File: src/bscu_pkg.sv
// Shared types and constants of the barometric sensor compensation unit.
// Used by every module of the block; depends on nothing.
package bscu_pkg;

    // Field and datapath widths
    localparam int RawW     = 24;
    localparam int CoefW    = 16;
    localparam int DtW      = 25;
    localparam int MulAW    = 34;
    localparam int MulBW    = 24;
    localparam int ProdW    = MulAW + MulBW + 1;
    localparam int TempW    = 19;
    localparam int PresW    = 23;
    localparam int OffW     = 35;
    localparam int SensW    = 34;
    localparam int DiffW    = 38;
    localparam int CntW     = 5;
    localparam int OutDataW = 48;

    // Multiplier pass lengths in bits of the multiplier operand
    localparam int ShortLen = 16;
    localparam int LongLen  = 24;

    localparam logic [TempW-1:0] TEMP_BASE = 19'd2000;

    // Configuration port
    localparam int ApbAw   = 5;
    localparam int ApbDw   = 32;
    localparam int RegIdxW = 3;

    localparam logic [RegIdxW-1:0] REG_SENS_BASE     = 3'd0;
    localparam logic [RegIdxW-1:0] REG_OFFSET_BASE   = 3'd1;
    localparam logic [RegIdxW-1:0] REG_SENS_TEMPCO   = 3'd2;
    localparam logic [RegIdxW-1:0] REG_OFFSET_TEMPCO = 3'd3;
    localparam logic [RegIdxW-1:0] REG_REF_TEMP      = 3'd4;
    localparam logic [RegIdxW-1:0] REG_TEMP_SLOPE    = 3'd5;

    typedef struct packed {
        logic [CoefW-1:0] sens_base;
        logic [CoefW-1:0] offset_base;
        logic [CoefW-1:0] sens_tempco;
        logic [CoefW-1:0] offset_tempco;
        logic [CoefW-1:0] ref_temp;
        logic [CoefW-1:0] temp_slope;
    } coef_t;

    typedef struct packed {
        logic start;
        logic short_op;
    } mul_ctrl_t;

    typedef struct packed {
        logic busy;
        logic done;
    } mul_stat_t;

endpackage

File: src/bscu_cfg_regs.sv
// APB-style register file holding the six calibration coefficients.
// Depends on bscu_pkg.
module bscu_cfg_regs
    import bscu_pkg::*;
(
    input  logic             clk,
    input  logic             rst_n,
    input  logic             psel,
    input  logic             penable,
    input  logic             pwrite,
    input  logic [ApbAw-1:0] paddr,
    input  logic [ApbDw-1:0] pwdata,
    output logic [ApbDw-1:0] prdata,
    output logic             pready,
    output coef_t            coef
);

    coef_t              coef_reg;
    coef_t              coef_next;
    logic               wr_en;
    logic [RegIdxW-1:0] idx;

    assign pready = 1'b1;
    assign wr_en  = psel && penable && pwrite;
    assign idx    = paddr[ApbAw-1:2];
    assign coef   = coef_reg;

    // Decode the write beat; addresses past the list are dropped
    always_comb
    begin
        coef_next = coef_reg;
        if (wr_en)
        begin
            unique case (idx)
                REG_SENS_BASE:     coef_next.sens_base     = pwdata[CoefW-1:0];
                REG_OFFSET_BASE:   coef_next.offset_base   = pwdata[CoefW-1:0];
                REG_SENS_TEMPCO:   coef_next.sens_tempco   = pwdata[CoefW-1:0];
                REG_OFFSET_TEMPCO: coef_next.offset_tempco = pwdata[CoefW-1:0];
                REG_REF_TEMP:      coef_next.ref_temp      = pwdata[CoefW-1:0];
                REG_TEMP_SLOPE:    coef_next.temp_slope    = pwdata[CoefW-1:0];
                default:           coef_next = coef_reg;
            endcase
        end
    end

    // Read mux
    always_comb
    begin
        unique case (idx)
            REG_SENS_BASE:     prdata = {16'h0, coef_reg.sens_base};
            REG_OFFSET_BASE:   prdata = {16'h0, coef_reg.offset_base};
            REG_SENS_TEMPCO:   prdata = {16'h0, coef_reg.sens_tempco};
            REG_OFFSET_TEMPCO: prdata = {16'h0, coef_reg.offset_tempco};
            REG_REF_TEMP:      prdata = {16'h0, coef_reg.ref_temp};
            REG_TEMP_SLOPE:    prdata = {16'h0, coef_reg.temp_slope};
            default:           prdata = '0;
        endcase
    end

    always_ff @(posedge clk or negedge rst_n)
    begin
        if (!rst_n)
        begin
            coef_reg <= '0;
        end
        else
        begin
            coef_reg <= coef_next;
        end
    end

endmodule

File: src/bscu_serial_mult.sv
// Bit-serial shift-add multiplier: signed multiplicand times unsigned multiplier,
// one multiplier bit per cycle. Depends on bscu_pkg.
module bscu_serial_mult
    import bscu_pkg::*;
(
    input  logic                    clk,
    input  logic                    rst_n,
    input  mul_ctrl_t               ctrl,
    input  logic [MulAW-1:0]        mcand,
    input  logic [MulBW-1:0]        mplier,
    output logic signed [ProdW-1:0] product,
    output mul_stat_t               stat
);

    logic [MulAW-1:0] mcand_reg,  mcand_next;
    logic [MulAW:0]   acc_reg,    acc_next;
    logic [MulBW-1:0] mplier_reg, mplier_next;
    logic [CntW-1:0]  cnt_reg,    cnt_next;
    logic             busy_reg,   busy_next;
    logic             done_reg,   done_next;
    logic             short_reg,  short_next;
    logic [MulAW:0]   addend;
    logic [MulAW:0]   sum;

    // Add the multiplicand when the current multiplier bit is set
    assign addend = mplier_reg[0] ? {mcand_reg[MulAW-1], mcand_reg} : '0;
    assign sum    = acc_reg + addend;

    // Load on start, else shift the partial product one bit right per cycle while busy
    always_comb
    begin
        mcand_next  = mcand_reg;
        acc_next    = acc_reg;
        mplier_next = mplier_reg;
        cnt_next    = cnt_reg;
        busy_next   = busy_reg;
        short_next  = short_reg;
        done_next   = 1'b0;
        if (ctrl.start)
        begin
            mcand_next  = mcand;
            acc_next    = '0;
            mplier_next = mplier;
            cnt_next    = ctrl.short_op ? CntW'(ShortLen) : CntW'(LongLen);
            busy_next   = 1'b1;
            short_next  = ctrl.short_op;
        end
        else if (busy_reg)
        begin
            acc_next    = {sum[MulAW], sum[MulAW:1]};
            mplier_next = {sum[0], mplier_reg[MulBW-1:1]};
            cnt_next    = cnt_reg - CntW'(1);
            if (cnt_reg == CntW'(1))
            begin
                busy_next = 1'b0;
                done_next = 1'b1;
            end
        end
    end

    // A short pass leaves its low product bits in the top of the multiplier register
    assign product = short_reg
        ? {{(LongLen - ShortLen){acc_reg[MulAW]}}, acc_reg,
           mplier_reg[MulBW-1:LongLen-ShortLen]}
        : {acc_reg, mplier_reg};

    assign stat.busy = busy_reg;
    assign stat.done = done_reg;

    always_ff @(posedge clk)
    begin
        mcand_reg  <= mcand_next;
        acc_reg    <= acc_next;
        mplier_reg <= mplier_next;
    end

    always_ff @(posedge clk or negedge rst_n)
    begin
        if (!rst_n)
        begin
            cnt_reg   <= '0;
            busy_reg  <= 1'b0;
            done_reg  <= 1'b0;
            short_reg <= 1'b0;
        end
        else
        begin
            cnt_reg   <= cnt_next;
            busy_reg  <= busy_next;
            done_reg  <= done_next;
            short_reg <= short_next;
        end
    end

endmodule

File: src/bscu_core.sv
// Sequencer of the compensation: pairs raw words, runs the four products
// through the serial multiplier and holds the result beat. Depends on bscu_pkg.
module bscu_core
    import bscu_pkg::*;
(
    input  logic                    clk,
    input  logic                    rst_n,
    input  coef_t                   coef,
    input  logic                    s_tvalid,
    output logic                    s_tready,
    input  logic [RawW-1:0]         s_tdata,     // [23:0] raw_word
    output logic                    m_tvalid,
    input  logic                    m_tready,
    output logic [OutDataW-1:0]     m_tdata,     // [18:0] temp_centi, [41:19] pressure_comp
    output mul_ctrl_t               mul_ctrl,
    output logic [MulAW-1:0]        mcand,
    output logic [MulBW-1:0]        mplier,
    input  logic signed [ProdW-1:0] product,
    input  mul_stat_t               mul_stat
);

    localparam logic [2:0] ST_IDLE  = 3'd0;
    localparam logic [2:0] ST_MUL_T = 3'd1;
    localparam logic [2:0] ST_MUL_O = 3'd2;
    localparam logic [2:0] ST_MUL_S = 3'd3;
    localparam logic [2:0] ST_MUL_P = 3'd4;
    localparam logic [2:0] ST_DONE  = 3'd5;

    logic [2:0]       state_reg,       state_next;
    logic             expect_temp_reg, expect_temp_next;
    logic             out_valid_reg,   out_valid_next;
    logic [RawW-1:0]  held_raw_reg,    held_raw_next;
    logic [DtW-1:0]   dt_reg,          dt_next;
    logic [TempW-1:0] temp_reg,        temp_next;
    logic [OffW-1:0]  off_reg,         off_next;
    logic [PresW-1:0] pres_reg,        pres_next;
    logic [TempW-1:0] out_temp_reg,    out_temp_next;
    logic [PresW-1:0] out_pres_reg,    out_pres_next;

    logic             accept;
    logic [DtW-1:0]   dt_new;
    logic [TempW-1:0] temp_calc;
    logic [OffW-1:0]  off_calc;
    logic [SensW-1:0] sens_calc;
    logic [DiffW-1:0] diff;

    assign s_tready = (state_reg == ST_IDLE);
    assign accept   = s_tvalid && s_tready;

    // Post-multiply arithmetic; each product is exact, so fixed slices do the floor shifts
    assign dt_new    = {1'b0, s_tdata} - {1'b0, coef.ref_temp, 8'h00};
    assign temp_calc = product[41:23] + TEMP_BASE;
    assign off_calc  = product[41:7] + {3'b000, coef.offset_base, 16'h0000};
    assign sens_calc = product[41:8] + {3'b000, coef.sens_base, 15'h0000};
    assign diff      = product[ProdW-1:21] - {{(DiffW - OffW){off_reg[OffW-1]}}, off_reg};

    // Step through temperature, offset, sensitivity and pressure products
    always_comb
    begin
        state_next       = state_reg;
        expect_temp_next = expect_temp_reg;
        held_raw_next    = held_raw_reg;
        dt_next          = dt_reg;
        temp_next        = temp_reg;
        off_next         = off_reg;
        pres_next        = pres_reg;
        out_temp_next    = out_temp_reg;
        out_pres_next    = out_pres_reg;
        out_valid_next   = out_valid_reg && !m_tready;
        mul_ctrl.start    = 1'b0;
        mul_ctrl.short_op = 1'b1;
        mcand             = {{(MulAW - DtW){dt_reg[DtW-1]}}, dt_reg};
        mplier            = '0;
        unique case (state_reg)
            ST_IDLE:
            begin
                if (accept)
                begin
                    if (!expect_temp_reg)
                    begin
                        held_raw_next    = s_tdata;
                        expect_temp_next = 1'b1;
                    end
                    else
                    begin
                        expect_temp_next = 1'b0;
                        dt_next          = dt_new;
                        mul_ctrl.start   = 1'b1;
                        mcand            = {{(MulAW - DtW){dt_new[DtW-1]}}, dt_new};
                        mplier           = {8'h00, coef.temp_slope};
                        state_next       = ST_MUL_T;
                    end
                end
            end
            ST_MUL_T:
            begin
                mplier = {8'h00, coef.offset_tempco};
                if (mul_stat.done)
                begin
                    temp_next      = temp_calc;
                    mul_ctrl.start = 1'b1;
                    state_next     = ST_MUL_O;
                end
            end
            ST_MUL_O:
            begin
                mplier = {8'h00, coef.sens_tempco};
                if (mul_stat.done)
                begin
                    off_next       = off_calc;
                    mul_ctrl.start = 1'b1;
                    state_next     = ST_MUL_S;
                end
            end
            ST_MUL_S:
            begin
                mcand             = sens_calc;
                mplier            = held_raw_reg;
                mul_ctrl.short_op = 1'b0;
                if (mul_stat.done)
                begin
                    mul_ctrl.start = 1'b1;
                    state_next     = ST_MUL_P;
                end
            end
            ST_MUL_P:
            begin
                if (mul_stat.done)
                begin
                    pres_next  = diff[DiffW-1:15];
                    state_next = ST_DONE;
                end
            end
            ST_DONE:
            begin
                // Hold until the output register is free
                if (!out_valid_reg || m_tready)
                begin
                    out_temp_next  = temp_reg;
                    out_pres_next  = pres_reg;
                    out_valid_next = 1'b1;
                    state_next     = ST_IDLE;
                end
            end
            default:
            begin
                state_next = ST_IDLE;
            end
        endcase
    end

    assign m_tvalid = out_valid_reg;
    assign m_tdata  = {{(OutDataW - TempW - PresW){1'b0}}, out_pres_reg, out_temp_reg};

    always_ff @(posedge clk)
    begin
        held_raw_reg <= held_raw_next;
        dt_reg       <= dt_next;
        temp_reg     <= temp_next;
        off_reg      <= off_next;
        pres_reg     <= pres_next;
        out_temp_reg <= out_temp_next;
        out_pres_reg <= out_pres_next;
    end

    always_ff @(posedge clk or negedge rst_n)
    begin
        if (!rst_n)
        begin
            state_reg       <= ST_IDLE;
            expect_temp_reg <= 1'b0;
            out_valid_reg   <= 1'b0;
        end
        else
        begin
            state_reg       <= state_next;
            expect_temp_reg <= expect_temp_next;
            out_valid_reg   <= out_valid_next;
        end
    end

    a_start_free: assert property (@(posedge clk) disable iff (!rst_n)
        mul_ctrl.start |-> !mul_stat.busy)
        else $error("multiplier started while busy");

    a_idle_quiet: assert property (@(posedge clk) disable iff (!rst_n)
        (state_reg == ST_IDLE) |-> !mul_stat.busy)
        else $error("multiplier busy while sequencer idle");

    a_done_in_mul: assert property (@(posedge clk) disable iff (!rst_n)
        mul_stat.done |-> (state_reg == ST_MUL_T || state_reg == ST_MUL_O ||
                           state_reg == ST_MUL_S || state_reg == ST_MUL_P))
        else $error("product finished outside a multiply step");

    a_pressure_held: assert property (@(posedge clk) disable iff (!rst_n)
        (accept && !expect_temp_reg) |=> (state_reg == ST_IDLE && expect_temp_reg))
        else $error("pressure beat did not arm the temperature slot");

endmodule

File: src/baro_sensor_compensation_unit.sv
// Barometric sensor first-order compensation, top level.
// A pressure beat is held and gives no result. A temperature beat gives its result
// after three 16-bit passes and one 24-bit pass through the shared bit-serial
// multiplier, one multiplier bit per cycle, and a handoff to the result register.
// One pair is in flight at a time; the next beat is taken while a result waits. rst_n
// clears coefficients, alternation and result valid.
module baro_sensor_compensation_unit
    import bscu_pkg::*;
(
    input  logic                clk,
    input  logic                rst_n,
    input  logic                psel,
    input  logic                penable,
    input  logic                pwrite,
    input  logic [ApbAw-1:0]    paddr,
    input  logic [ApbDw-1:0]    pwdata,
    output logic [ApbDw-1:0]    prdata,
    output logic                pready,
    input  logic                s_tvalid,
    output logic                s_tready,
    input  logic [RawW-1:0]     s_tdata,     // [23:0] raw_word
    output logic                m_tvalid,
    input  logic                m_tready,
    output logic [OutDataW-1:0] m_tdata      // [18:0] temp_centi, [41:19] pressure_comp
);

    coef_t                   coef;
    mul_ctrl_t               mul_ctrl;
    mul_stat_t               mul_stat;
    logic [MulAW-1:0]        mcand;
    logic [MulBW-1:0]        mplier;
    logic signed [ProdW-1:0] product;

    // Coefficient registers
    bscu_cfg_regs u_cfg_regs (
        .clk     (clk),
        .rst_n   (rst_n),
        .psel    (psel),
        .penable (penable),
        .pwrite  (pwrite),
        .paddr   (paddr),
        .pwdata  (pwdata),
        .prdata  (prdata),
        .pready  (pready),
        .coef    (coef)
    );

    // Shared serial multiplier
    bscu_serial_mult u_serial_mult (
        .clk     (clk),
        .rst_n   (rst_n),
        .ctrl    (mul_ctrl),
        .mcand   (mcand),
        .mplier  (mplier),
        .product (product),
        .stat    (mul_stat)
    );

    // Sequencer and result register
    bscu_core u_core (
        .clk      (clk),
        .rst_n    (rst_n),
        .coef     (coef),
        .s_tvalid (s_tvalid),
        .s_tready (s_tready),
        .s_tdata  (s_tdata),
        .m_tvalid (m_tvalid),
        .m_tready (m_tready),
        .m_tdata  (m_tdata),
        .mul_ctrl (mul_ctrl),
        .mcand    (mcand),
        .mplier   (mplier),
        .product  (product),
        .mul_stat (mul_stat)
    );

endmodule
File: config.mk
export PLATFORM = sky130hd
export DESIGN_NAME = baro_sensor_compensation_unit
export DESIGN_NICKNAME = d
export VERILOG_FILES = /design/src/bscu_pkg.sv /design/src/bscu_cfg_regs.sv /design/src/bscu_serial_mult.sv /design/src/bscu_core.sv /design/src/baro_sensor_compensation_unit.sv
export SDC_FILE = /design/constraint.sdc
export NUM_CORES = 1
export LEC_CHECK = 0
export BUFFER_PORTS_ARGS = -buffer_cell sky130_fd_sc_hd__buf_2
export CAP_MARGIN = 20
export CORE_AREA = 2 2 195 197
export CTS_BUF_LIST = sky130_fd_sc_hd__clkbuf_4
export CTS_CLUSTER_SIZE = 8
export DETAILED_ROUTE_END_ITERATION = 10
export DIE_AREA = 0 0 197 199
export PLACE_DENSITY = 0.78
export SYNTH_ARGS = -nofsm -noshare
export SYNTH_HDL_FRONTEND = slang
export SYNTH_SLANG_ARGS = --single-unit
File: constraint.sdc
create_clock -name clk -period 3.97 [get_ports clk]
set_input_delay 0.5955 -clock clk [delete_from_list [all_inputs] [get_ports clk]]
set_output_delay 0.5955 -clock clk [all_outputs]
set_load 0.01 [all_outputs]
==> summary.txt, run 1 <==
Setup path
  – CP Cell Sequence: buf_4 > mux2_2 > ha_1 > o21ai_0 > a31oi_1 > o31ai_2 > nand3b_1 > a221oi_4 > o31a_1 > o21ai_1 > a2111oi_2 > nor2_1
  – Kind of end point of the critical path: flip-flop
  – Crit path max fanout: 10
  – Critical path type: reg2reg
  – Slowest CP cell: dfrtp_2
  – Slowest cell delay on critical path: 0.46 ns
  – CP startpoint kind: flip-flop
  – Crit path launch: u_serial_mult.short_reg
  – Worst Path Required: 4.48 ns
  – WP data arrival: roughly 4.3 ns
  – R2r startpoint: u_serial_mult.short_reg

Power
  – Internal power: between 10 and 15 mW
  – Switch Pwr: 7.85 mW
  – Pwr dens: 791 nW/µm²
  – Clk pwr share: 17.8%
  – Total power: between 15 and 20 mW
  – VDD IR max: between 0.3 and 0.4 mV
  – Leakage: approximately 11 nW
  – Comb pwr share: 50.6%
  – Switch share: 41.9%
  – Register share of total power: between 30% and 40%

Global routing
  – M1 GR Usage: roughly 36%
  – First-pass GRT wire length: 87000 µm
  – Largest net degree at the start of global routing: 66
  – Initial antenna violation count: 1
  – Busiest layer in global routing: met2
  – Vias in the first global route: about 16000
  – Overall Global Routing Usage: ~30%
  – GRT met2 Usage: a little under half
  – Remaining Overflow, GRT: 0
  – Met3 Track Usage GR: approximately 5.2%

STA
  – Final Critical Period: ~3.8 ns
  – Final hold vios: 0
  – Final setup margin: between 0.2 and 0.25 ns
  – Final worst path period share: 94.9%
  – Peak Freq: ~270 MHz
  – Final Skew: approximately 0.091 ns
  – RSZ-0062 raised after global routing: no
  – Slew margin rel.: 33.3%
  – Fin. max-slew vios: 0
  – Worst slew pin tran: 1.00 ns
  – Number of setup violations in the final report: 0
  – Setup TNS: 0 ns

Synth
  – Synth Area in XOR/XNOR: under 10%
  – Dominant synthesized flop cell: edfxtp_1
  – Register bit total from synthesis: approximately 370
  – Post-synthesis cell count: ~2000
  – Main area contributors after synthesis: edfxtp_1 32%, dfrtp_1 13%, ha_1 7.3%, mux2_2 6.8%, dfxtp_1 3.3%
  – Register area share after synthesis: between 40% and 50%
  – Synth area leader: edfxtp_1
  – Commonest cells post-synth: 226 x edfxtp_1, 150 x nand2_1, 128 x nor2_1
  – Post-Syn Area: approximately 21000 µm²
  – Mux contribution to synthesized area: 8.28%
  – Avg Inst Size Synth: 10.7 µm²
  – Compound-gate portion of the synthesized area: between 10% and 20%
  – Ys Warns: 0
  – Synth top area share: 32.5%
  – Count leader, synth: edfxtp_1
  – Main combinational cell family by area after synthesis: compound AO/OA/AOI/OAI gates
  – Post-synth EDFFs: approximately 230
  – Netlist cell types: between 70 and 80
  – Synth Area in Simple Gates: a little over a tenth
  – Synthesized-area fraction occupied by adder cells: 7.69%
  – Ys async rst share: 29.5%

Die
  – Die width: roughly 200 µm
  – I/O Pins: between 150 and 200
  – Die ar.: approximately 39000 µm²
  – Total core area: about 37000 µm²
  – FP Rows: a little over 70
  – Die height: between 150 and 200 µm
  – Initial Utilization: a little under three fifths

CTS
  – Clock Sinks: roughly 370
  – Clock slew at reported path FFs: approximately 0.070 ns
  – Root buf cell: clkbuf_4
  – Latest clock arrival within the worst-skew pair: around 0.85 ns
  – H-tree depth: 3
  – Bufs on Longest Clock Path: 3
  – CTS tree: done
  – CTS Buf Count: 96

Placement
  – RePlAce Congestion: 0.947
  – HPWL Detailed: around 42000 µm
  – Area post-placement: roughly 22000 µm²
  – Pre-CTS WS: around 0.14 ns
  – Placed insts: 2520
  – Port Buffers: 109

Final layout
  – Max reg flops: 96
  – Reg area: 10200 µm²
  – Share of cells above drive strength 1: between 20% and 30%
  – Design area: ~24000 µm²
  – Multi-input gate area: 9940 µm²
  – Cell Count, Final, Fillers Out: around 2700
  – Area growth syn-to-layout: 13.4%
  – # nets final: about 2400
  – Fill cells: 3000

Min path
  – HP Class: in2reg
  – Hold Crit Start: pwdata[8]

Run status
  – Status: completed

Drt
  – Drt via density: 5.94
  – Pre-antenna DRT Iters: 5
  – Antenna viol nets, final: 0
  – Iter 0 DRT Violations: 1276
  – Drt drc: 0
  – Routed wire length: roughly 57000 µm
  – Routed len/inst: 21.0 µm
  – Via Count: between 15000 and 20000

Flow run
  – MaxCap Viol Count: 0
-- kinds of logic after synthesis --
kind of cell / Yosys count
other: 2
XOR/XNOR: 102
AO/OA/AOI/OAI: 497
AND/OR/NAND/NOR: 486
adder cells (fa/ha/maj): 126
multiplexers: 157
buffers and inverters: 218
flip-flops: 369
-- power groups by stage --
stage | logic [mW] | clock network, mW | registers, mW
6_report | 9.48 | 3.33 | 5.94
3_3_place_gp | 9.04 | 0 | 5.98
3_5_place_dp | 9.25 | 0 | 6.00
2_1_floorplan | 6.81 | 0 | 5.68
4_1_cts | 9.34 | 3.40 | 5.93
5_1_grt | 10.4 | 3.61 | 5.99
-- layer usage --
layer	share of wire [%]	vias to the layer above
met3	7.2	177
met5	0	-
li1	-	7613
met2	46	744
met1	39	7645
met4	7.1	0
-- placed cells by master (no fill, tap or decap), types with 36 or more instances in the layout --
cell type / n
a21o_1: 63
mux2_2: 126
clkbuf_4: 135
a22oi_1: 67
xnor2_1: 67
inv_1: 108
a21oi_1: 112
buf_2: 109
nand2_1: 150
ha_1: 122
dfrtp_1: 108
buf_4: 70
nor2_1: 126
o21ai_0: 105
nand3_1: 55
edfxtp_1: 226
and2_1: 36
-- worst paths after layout --
check	endpoint	slack, ns	cells past startpoint
setup / recovery	u_core.pres_reg[20]	0.20	12
max in group asynchronous	u_cfg_regs.coef[49]	2.72	3
hold reg to reg	u_core.out_pres_reg[3]	0.41	0
setup reg to reg	u_core.pres_reg[20]	0.20	12
hold / removal	u_cfg_regs.coef[24]	0.05	3
min in group asynchronous	u_cfg_regs.coef[40]	0.36	2
-- critical path, delay by kind of cell (launching register included) --
family / cells / cell delay (ns)
buffers and inverters: 1 / 0.22
and+or+nand+nor: 2 / 0.27
adders and majority gates: 1 / 0.30
DFF: 1 / 0.46
AOI/OAI and AO/OA: 7 / 1.81
muxes: 1 / 0.40
-- layout make-up --
| class | count | share of cell area (%) |
|---|---|---|
| Clock buffer | 135 | 4.28 |
| Multi-Input combinational cell | 1391 | 41.9 |
| Timing Repair Buffer | 202 | 5.53 |
| Tap cell | 474 | 2.50 |
| Inverter | 112 | 1.77 |
| Antenna cell | 1 | 0.0106 |
| Clock inverter | 38 | 0.982 |
| Sequential cell | 369 | 43.0 |
-- stage by stage --
step	hold WS (ns)	util, %
floorplan	0.300	-
finish	0.0492	63.8
detailed placement	0.405	59.7
global route	0.00575	63.8
CTS	0.00353	63.7
global placement	0.400	59.7
-- what timing repair did --
item                                   4_1_cts  5_1_grt
resized for setup                            0        3
setup endpoints to repair                    0       12
hold buffers                                22        0
setup buffers                                0        6
endpoints found under the hold margin       83        0
No activity file was read; power rests on OpenSTA's default activity.
==> run 2, diff against run 1 <==
Settings changed: CORE_AREA 2 2 195 197 to 2 2 219 221, DIE_AREA 0 0 197 199 to 0 0 221 223, PLACE_DENSITY 0.78 to unset.
==> summary.txt, run 2 (same netlist as run 1, synthesis figures left out) <==
Setup path
  – Worst Path Required: roughly 4.5 ns
  – Crit path max fanout: 11
  – Critical path type: reg2reg
  – R2r endpoint: u_serial_mult.mcand_reg[33]
  – R2R Setup Slk: 0.22 ns
  – WP data arrival: about 4.3 ns
  – CP most frequent cell: o21ai_0
  – Crit path launch: u_serial_mult.short_reg
  – R2R depth: 13
  – Slowest cell delay on critical path: around 0.56 ns
  – R2r startpoint: u_serial_mult.short_reg
  – Slowest CP cell: dfrtp_4
  – Kind of end point of the critical path: flip-flop
  – CP Cell Sequence: clkbuf_4 > o21ai_1 > buf_4 > ha_1 > nor2b_1 > o21ai_0 > a21oi_1 > o211ai_1 > a21oi_1 > o21ai_0 > a211oi_1 > xnor2_1 > o21ai_0
  – CP startpoint kind: flip-flop

Final layout
  – Area growth syn-to-layout: 15.5%
  – Share of cells above drive strength 1: between 20% and 30%
  – Design area: approximately 24000 µm²
  – Most common cell after layout, fill and taps aside: edfxtp_1
  – Leading cell types in the layout, fill and taps excluded: 226 x edfxtp_1, 152 x clkbuf_4, 150 x nand2_1, 126 x mux2_2, 126 x nor2_1
  – Max reg flops: 96
  – # nets final: 2390

Global routing
  – First-pass GRT wire length: slightly above 90000 µm
  – Initial antenna violation count: 2
  – Overall Global Routing Usage: ~25%
  – Remaining Overflow, GRT: 0
  – Vias in the first global route: 15712
  – Largest net degree at the start of global routing: 57

STA
  – Setup TNS: 0 ns
  – Worst slew pin tran: just over 0.9 ns
  – RSZ-0062 raised after global routing: no
  – Fin. max-slew vios: 0
  – Peak Freq: about 270 MHz
  – Slew margin rel.: 38.0%
  – Min Hold Slack: 0.0817 ns
  – Final Skew: ~0.056 ns
  – Final hold vios: 0
  – Final worst path period share: between 90% and 100%
  – Number of setup violations in the final report: 0
  – Final Critical Period: approximately 3.8 ns

CTS
  – H-tree depth: 3
  – Clock slew at reported path FFs: about 0.060 ns
  – Latest clock arrival within the worst-skew pair: 0.85 ns
  – Root buf cell: clkbuf_4
  – CTS Buf Count: 99
  – Clock Sinks: about 370
  – Bufs on Longest Clock Path: 3
  – CTS tree: done

Drt
  – Via Count: 16087
  – Routed len/inst: approximately 21 µm
  – Pre-antenna DRT Iters: 6
  – Routed wire length: roughly 62000 µm
  – Drt via density: 5.56
  – Antenna viol nets, final: 0
  – Iter 0 DRT Violations: 1154
  – Drt drc: 0

Power
  – Internal power: 11.0 mW
  – VDD IR max: approximately 0.24 mV
  – Clk pwr share: 17.9%
  – Switch share: a little over two fifths
  – Register share of total power: roughly a third
  – Pwr dens: 790 nW/µm²
  – Switch Pwr: approximately 8 mW
  – Leakage: between 10 and 15 nW
  – Total power: between 15 and 20 mW
  – Comb pwr share: between 50% and 60%

Die
  – Die width: 221 µm
  – Die ar.: around 49000 µm²
  – Initial Utilization: roughly 44%
  – I/O Pins: roughly 150
  – Total core area: roughly 47000 µm²
  – Die height: ~220 µm
  – FP Rows: 80

Min path
  – HP Class: in2reg
  – Hold Crit Start: pwdata[2]
  – Hold path endpoint: u_cfg_regs.coef[18]
  – Hold path depth: 3

Run status
  – Status: completed

Placement
  – Port Buffers: around 110
  – HPWL Detailed: 46600 µm
  – RePlAce Congestion: approximately 0.9
  – Area post-placement: approximately 22000 µm²

Flow run
  – MaxCap Viol Count: 0
==> run 2: cell types whose count changed in the layout (fill, tap and decap cells not counted), sizes merged <==
cell,before,now
dlygate4sd3,22,35
bufinv,2,1
diode,1,2
clkbuf,135,152
clkinv,33,28
inv,113,110
buf,180,187
==> run 2: power groups by stage <==
stage | Clock (mW) | Combinational, mW | Sequential, mW
finish | 3.41 | 9.68 | 5.98
floorplan | 0 | 6.81 | 5.68
global placement | 0 | 9.41 | 6.03
detailed placement | 0 | 9.54 | 6.05
CTS | 3.52 | 9.62 | 5.97
global route | 3.74 | 10.6 | 6.04
==> run 2: worst max-delay path by stage <==
stage	endpoint	cells after the start	slack (ns)
floorplan	u_core.pres_reg[20]	15	0.04
global placement	u_serial_mult.mcand_reg[25]	14	0.13
detailed placement	u_core.pres_reg[22]	15	0.09
CTS	u_core.pres_reg[22]	15	0.1
global route	u_core.pres_reg[22]	15	0.002
finish	u_serial_mult.mcand_reg[33]	13	0.22
==> run 2: metrics by stage <==
stage               utilization (%)  instances  worst slack [ns]
CTS                            51.1       2889            0.0968
global route                   51.2       2891           0.00208
finish                         51.2       2892             0.219
global placement               47.7       2674             0.127
floorplan                         -       1978            0.0377
detailed placement             47.7       2674            0.0871
==> run 2: worst max-delay path, delay by kind of cell (launching register included) <==
kind	cells	cell delay, ns
AO/OA/AOI/OAI	8	1.87
flip-flops	1	0.56
buffers and inverters	2	0.43
adder cells (fa/ha/maj)	1	0.25
XOR/XNOR	1	0.19
AND/OR/NAND/NOR	1	0.15
==> run 2: layer usage <==
metal  up-vias  part of all wire, %  GRT usage [%]
li1       7653                    -              -
met1      7826                   43           31.7
met5         -                    0              0
met2       499                   48           41.8
met4         0                  4.3           12.1
met3       109                  4.8           3.82
==> run 2: layout make-up <==
| type | count | area [µm²] |
|---|---|---|
| fillers | 4393 | 23000 |
| flip-flops and latches | 369 | 10200 |
| multi-input cells | 1391 | 9940 |
| repair buffers | 223 | 1500 |
| clock buffers | 151 | 1130 |
| well taps | 615 | 769 |
| inverters | 112 | 420 |
| clock inverters | 29 | 155 |
| diodes | 2 | 5.00 |
==> run 2: what timing repair did <==
action	in CTS	in global routing
setup buffers	0	1
hold buffers	35	0
gates resized for setup	0	3
setup endpoints to repair	0	8
hold endpoints to repair	104	0
==> run 3, diff against run 2 <==
Settings changed: BUFFER_PORTS_ARGS -buffer_cell sky130_fd_sc_hd__buf_2 to unset, DONT_BUFFER_PORTS set to 1.
==> summary.txt, run 3 (same netlist as run 1, synthesis figures left out) <==
Final layout
  – Fin util: around 50%
  – Design area: around 24000 µm²
  – Fill cells: 4312
  – Share of cells above drive strength 1: approximately 19%
  – # nets final: between 2000 and 2500
  – Area growth syn-to-layout: 13.3%
  – Most common cell after layout, fill and taps aside: edfxtp_1
  – Leading cell types in the layout, fill and taps excluded: 226 x edfxtp_1, 161 x clkbuf_4, 150 x nand2_1, 126 x mux2_2, 126 x nor2_1
  – Max reg flops: 96

Setup path
  – Critical path type: reg2reg
  – WP data arrival: between 4 and 5 ns
  – CP startpoint kind: flip-flop
  – R2R Setup Slk: approximately 0.16 ns
  – R2r startpoint: u_serial_mult.short_reg
  – R2r endpoint: u_core.pres_reg[20]
  – R2R depth: 13
  – Kind of end point of the critical path: flip-flop
  – Crit path max fanout: 7
  – Worst Path Required: 4.54 ns

STA
  – Peak Freq: 262 MHz
  – Worst slew pin tran: 1.05 ns
  – Slew margin rel.: 29.5%
  – RSZ-0062 raised after global routing: no
  – Final worst path period share: a little over nine tenths
  – Fin. max-slew vios: 0
  – Final Critical Period: ~3.8 ns
  – Final setup margin: 0.157 ns
  – Final Skew: between 0.08 and 0.09 ns
  – Setup TNS: 0 ns
  – Number of setup violations in the final report: 0
  – Final hold vios: 0

CTS
  – Latest clock arrival within the worst-skew pair: approximately 0.87 ns
  – Clock slew at reported path FFs: 0.06 ns
  – H-tree depth: 3
  – Clock Sinks: between 300 and 400
  – CTS tree: done
  – Bufs on Longest Clock Path: 3
  – CTS Buf Count: 101
  – Root buf cell: clkbuf_4

Drt
  – Met3 routed wirelength: approximately 3500 µm
  – Routed len/inst: approximately 22 µm
  – WL met2: around 29000 µm
  – Drt drc: 0
  – Max layer used: met4
  – Pre-antenna DRT Iters: 5
  – Metal-1 WL: 25500 µm
  – Antenna viol nets, final: 0
  – Routed wire length: around 60000 µm
  – Drt via density: about 5.6
  – Via Count: roughly 16000
  – Iter 0 DRT Violations: 1065

Placement
  – HPWL Detailed: approximately 46000 µm
  – Area post-placement: about 22000 µm²
  – RePlAce Congestion: approximately 0.94
  – Pre-CTS WS: between 0.1 and 0.15 ns
  – Port Buffers: 0

Global routing
  – Largest net degree at the start of global routing: 110
  – Vias in the first global route: roughly 16000
  – Remaining Overflow, GRT: 0
  – Initial antenna violation count: 2
  – First-pass GRT wire length: 93500 µm
  – Overall Global Routing Usage: about 25%

Flow run
  – MaxCap Viol Count: 0

Die
  – Die ar.: slightly below 50000 µm²
  – Initial Utilization: 44.3%
  – Die height: 223 µm
  – Die width: 221 µm
  – I/O Pins: ~150
  – FP Rows: 80
  – Total core area: roughly 47000 µm²

Min path
  – Hold Crit Start: s_tvalid
  – Hold path endpoint: u_core.state_reg[0]
  – HP Class: in2reg
  – Hold path depth: 4

Run status
  – Status: completed

Power
  – Total power: roughly 19 mW
  – VDD IR max: roughly 0.32 mV
  – Pwr dens: 808 nW/µm²
  – Leakage: about 10 nW
-- run 3: cell count changes in the layout (fill, tap and decap cells not counted), moves of 2 or more --
cell / change
clkinv_2: +2
clkinv_1: -6
clkbuf_4: +9
buf_2: -107
dlygate4sd3_1: +7
buf_4: -9
-- run 3: critical path, cell delays in order (launching register included) --
cell,delay [ns]
dfrtp_2,0.45
buf_2,0.22
buf_4,0.14
mux2_2,0.36
ha_1,0.33
a211oi_1,0.23
o211ai_1,0.15
a21boi_2,0.21
nand3b_1,0.14
a221oi_4,0.41
o31a_1,0.28
o21ai_1,0.16
a2111oi_2,0.38
nor2_1,0.07
-- run 3: per-stage QoR --
| stage | cells | hold WS (ns) |
|---|---|---|
| 2_1_floorplan | 1978 | 0.300 |
| 4_1_cts | 2782 | 0.0980 |
| 6_report | 2789 | 0.168 |
| 3_3_place_gp | 2552 | 0.304 |
| 5_1_grt | 2789 | 0.136 |
| 3_5_place_dp | 2552 | 0.303 |
-- run 3: repair_timing --
item / 4_1_cts / 5_1_grt
resized for setup: 0 / 3
hold endpoints to repair: 247 / 0
endpoints found under the setup margin: 0 / 8
hold buffers: 43 / 0
setup buffers: 0 / 5
-- run 3: worst max path at each step --
stage,from,to,slack [ns],cells past startpoint
2_1_floorplan,u_serial_mult.short_reg,u_core.pres_reg[20],0.04,15
3_3_place_gp,u_serial_mult.short_reg,u_core.pres_reg[20],0.21,12
3_5_place_dp,u_serial_mult.short_reg,u_core.pres_reg[20],0.14,12
4_1_cts,u_serial_mult.short_reg,u_core.pres_reg[20],0.11,12
5_1_grt,u_serial_mult.short_reg,u_core.pres_reg[20],0.04,13
6_report,u_serial_mult.short_reg,u_core.pres_reg[20],0.16,13
-- run 3: layout make-up --
cell class              instances  area [µm²]  share of cell area (%)
flip-flops and latches        369       10200                    43.1
multi-input cells            1391        9930                    41.9
clock buffers                 161        1210                    5.10
repair buffers                113         971                    4.10
well taps                     615         769                    3.25
inverters                     112         420                    1.78
clock inverters                26         174                   0.735
diodes                          2        5.00                  0.0211
-- run 3: power breakdown --
part	total, mW	internal (mW)	switching (mW)
Combinational	9.48	3.92	5.56
Clock	3.62	1.97	1.65
Sequential	6.03	5.25	0.786
-- run 3: per-layer routing --
metal,track usage (%),up-vias
met5,0,-
met4,15.0,0
li1,-,7455
met3,5.10,145
met2,40.5,511
met1,30.6,7576
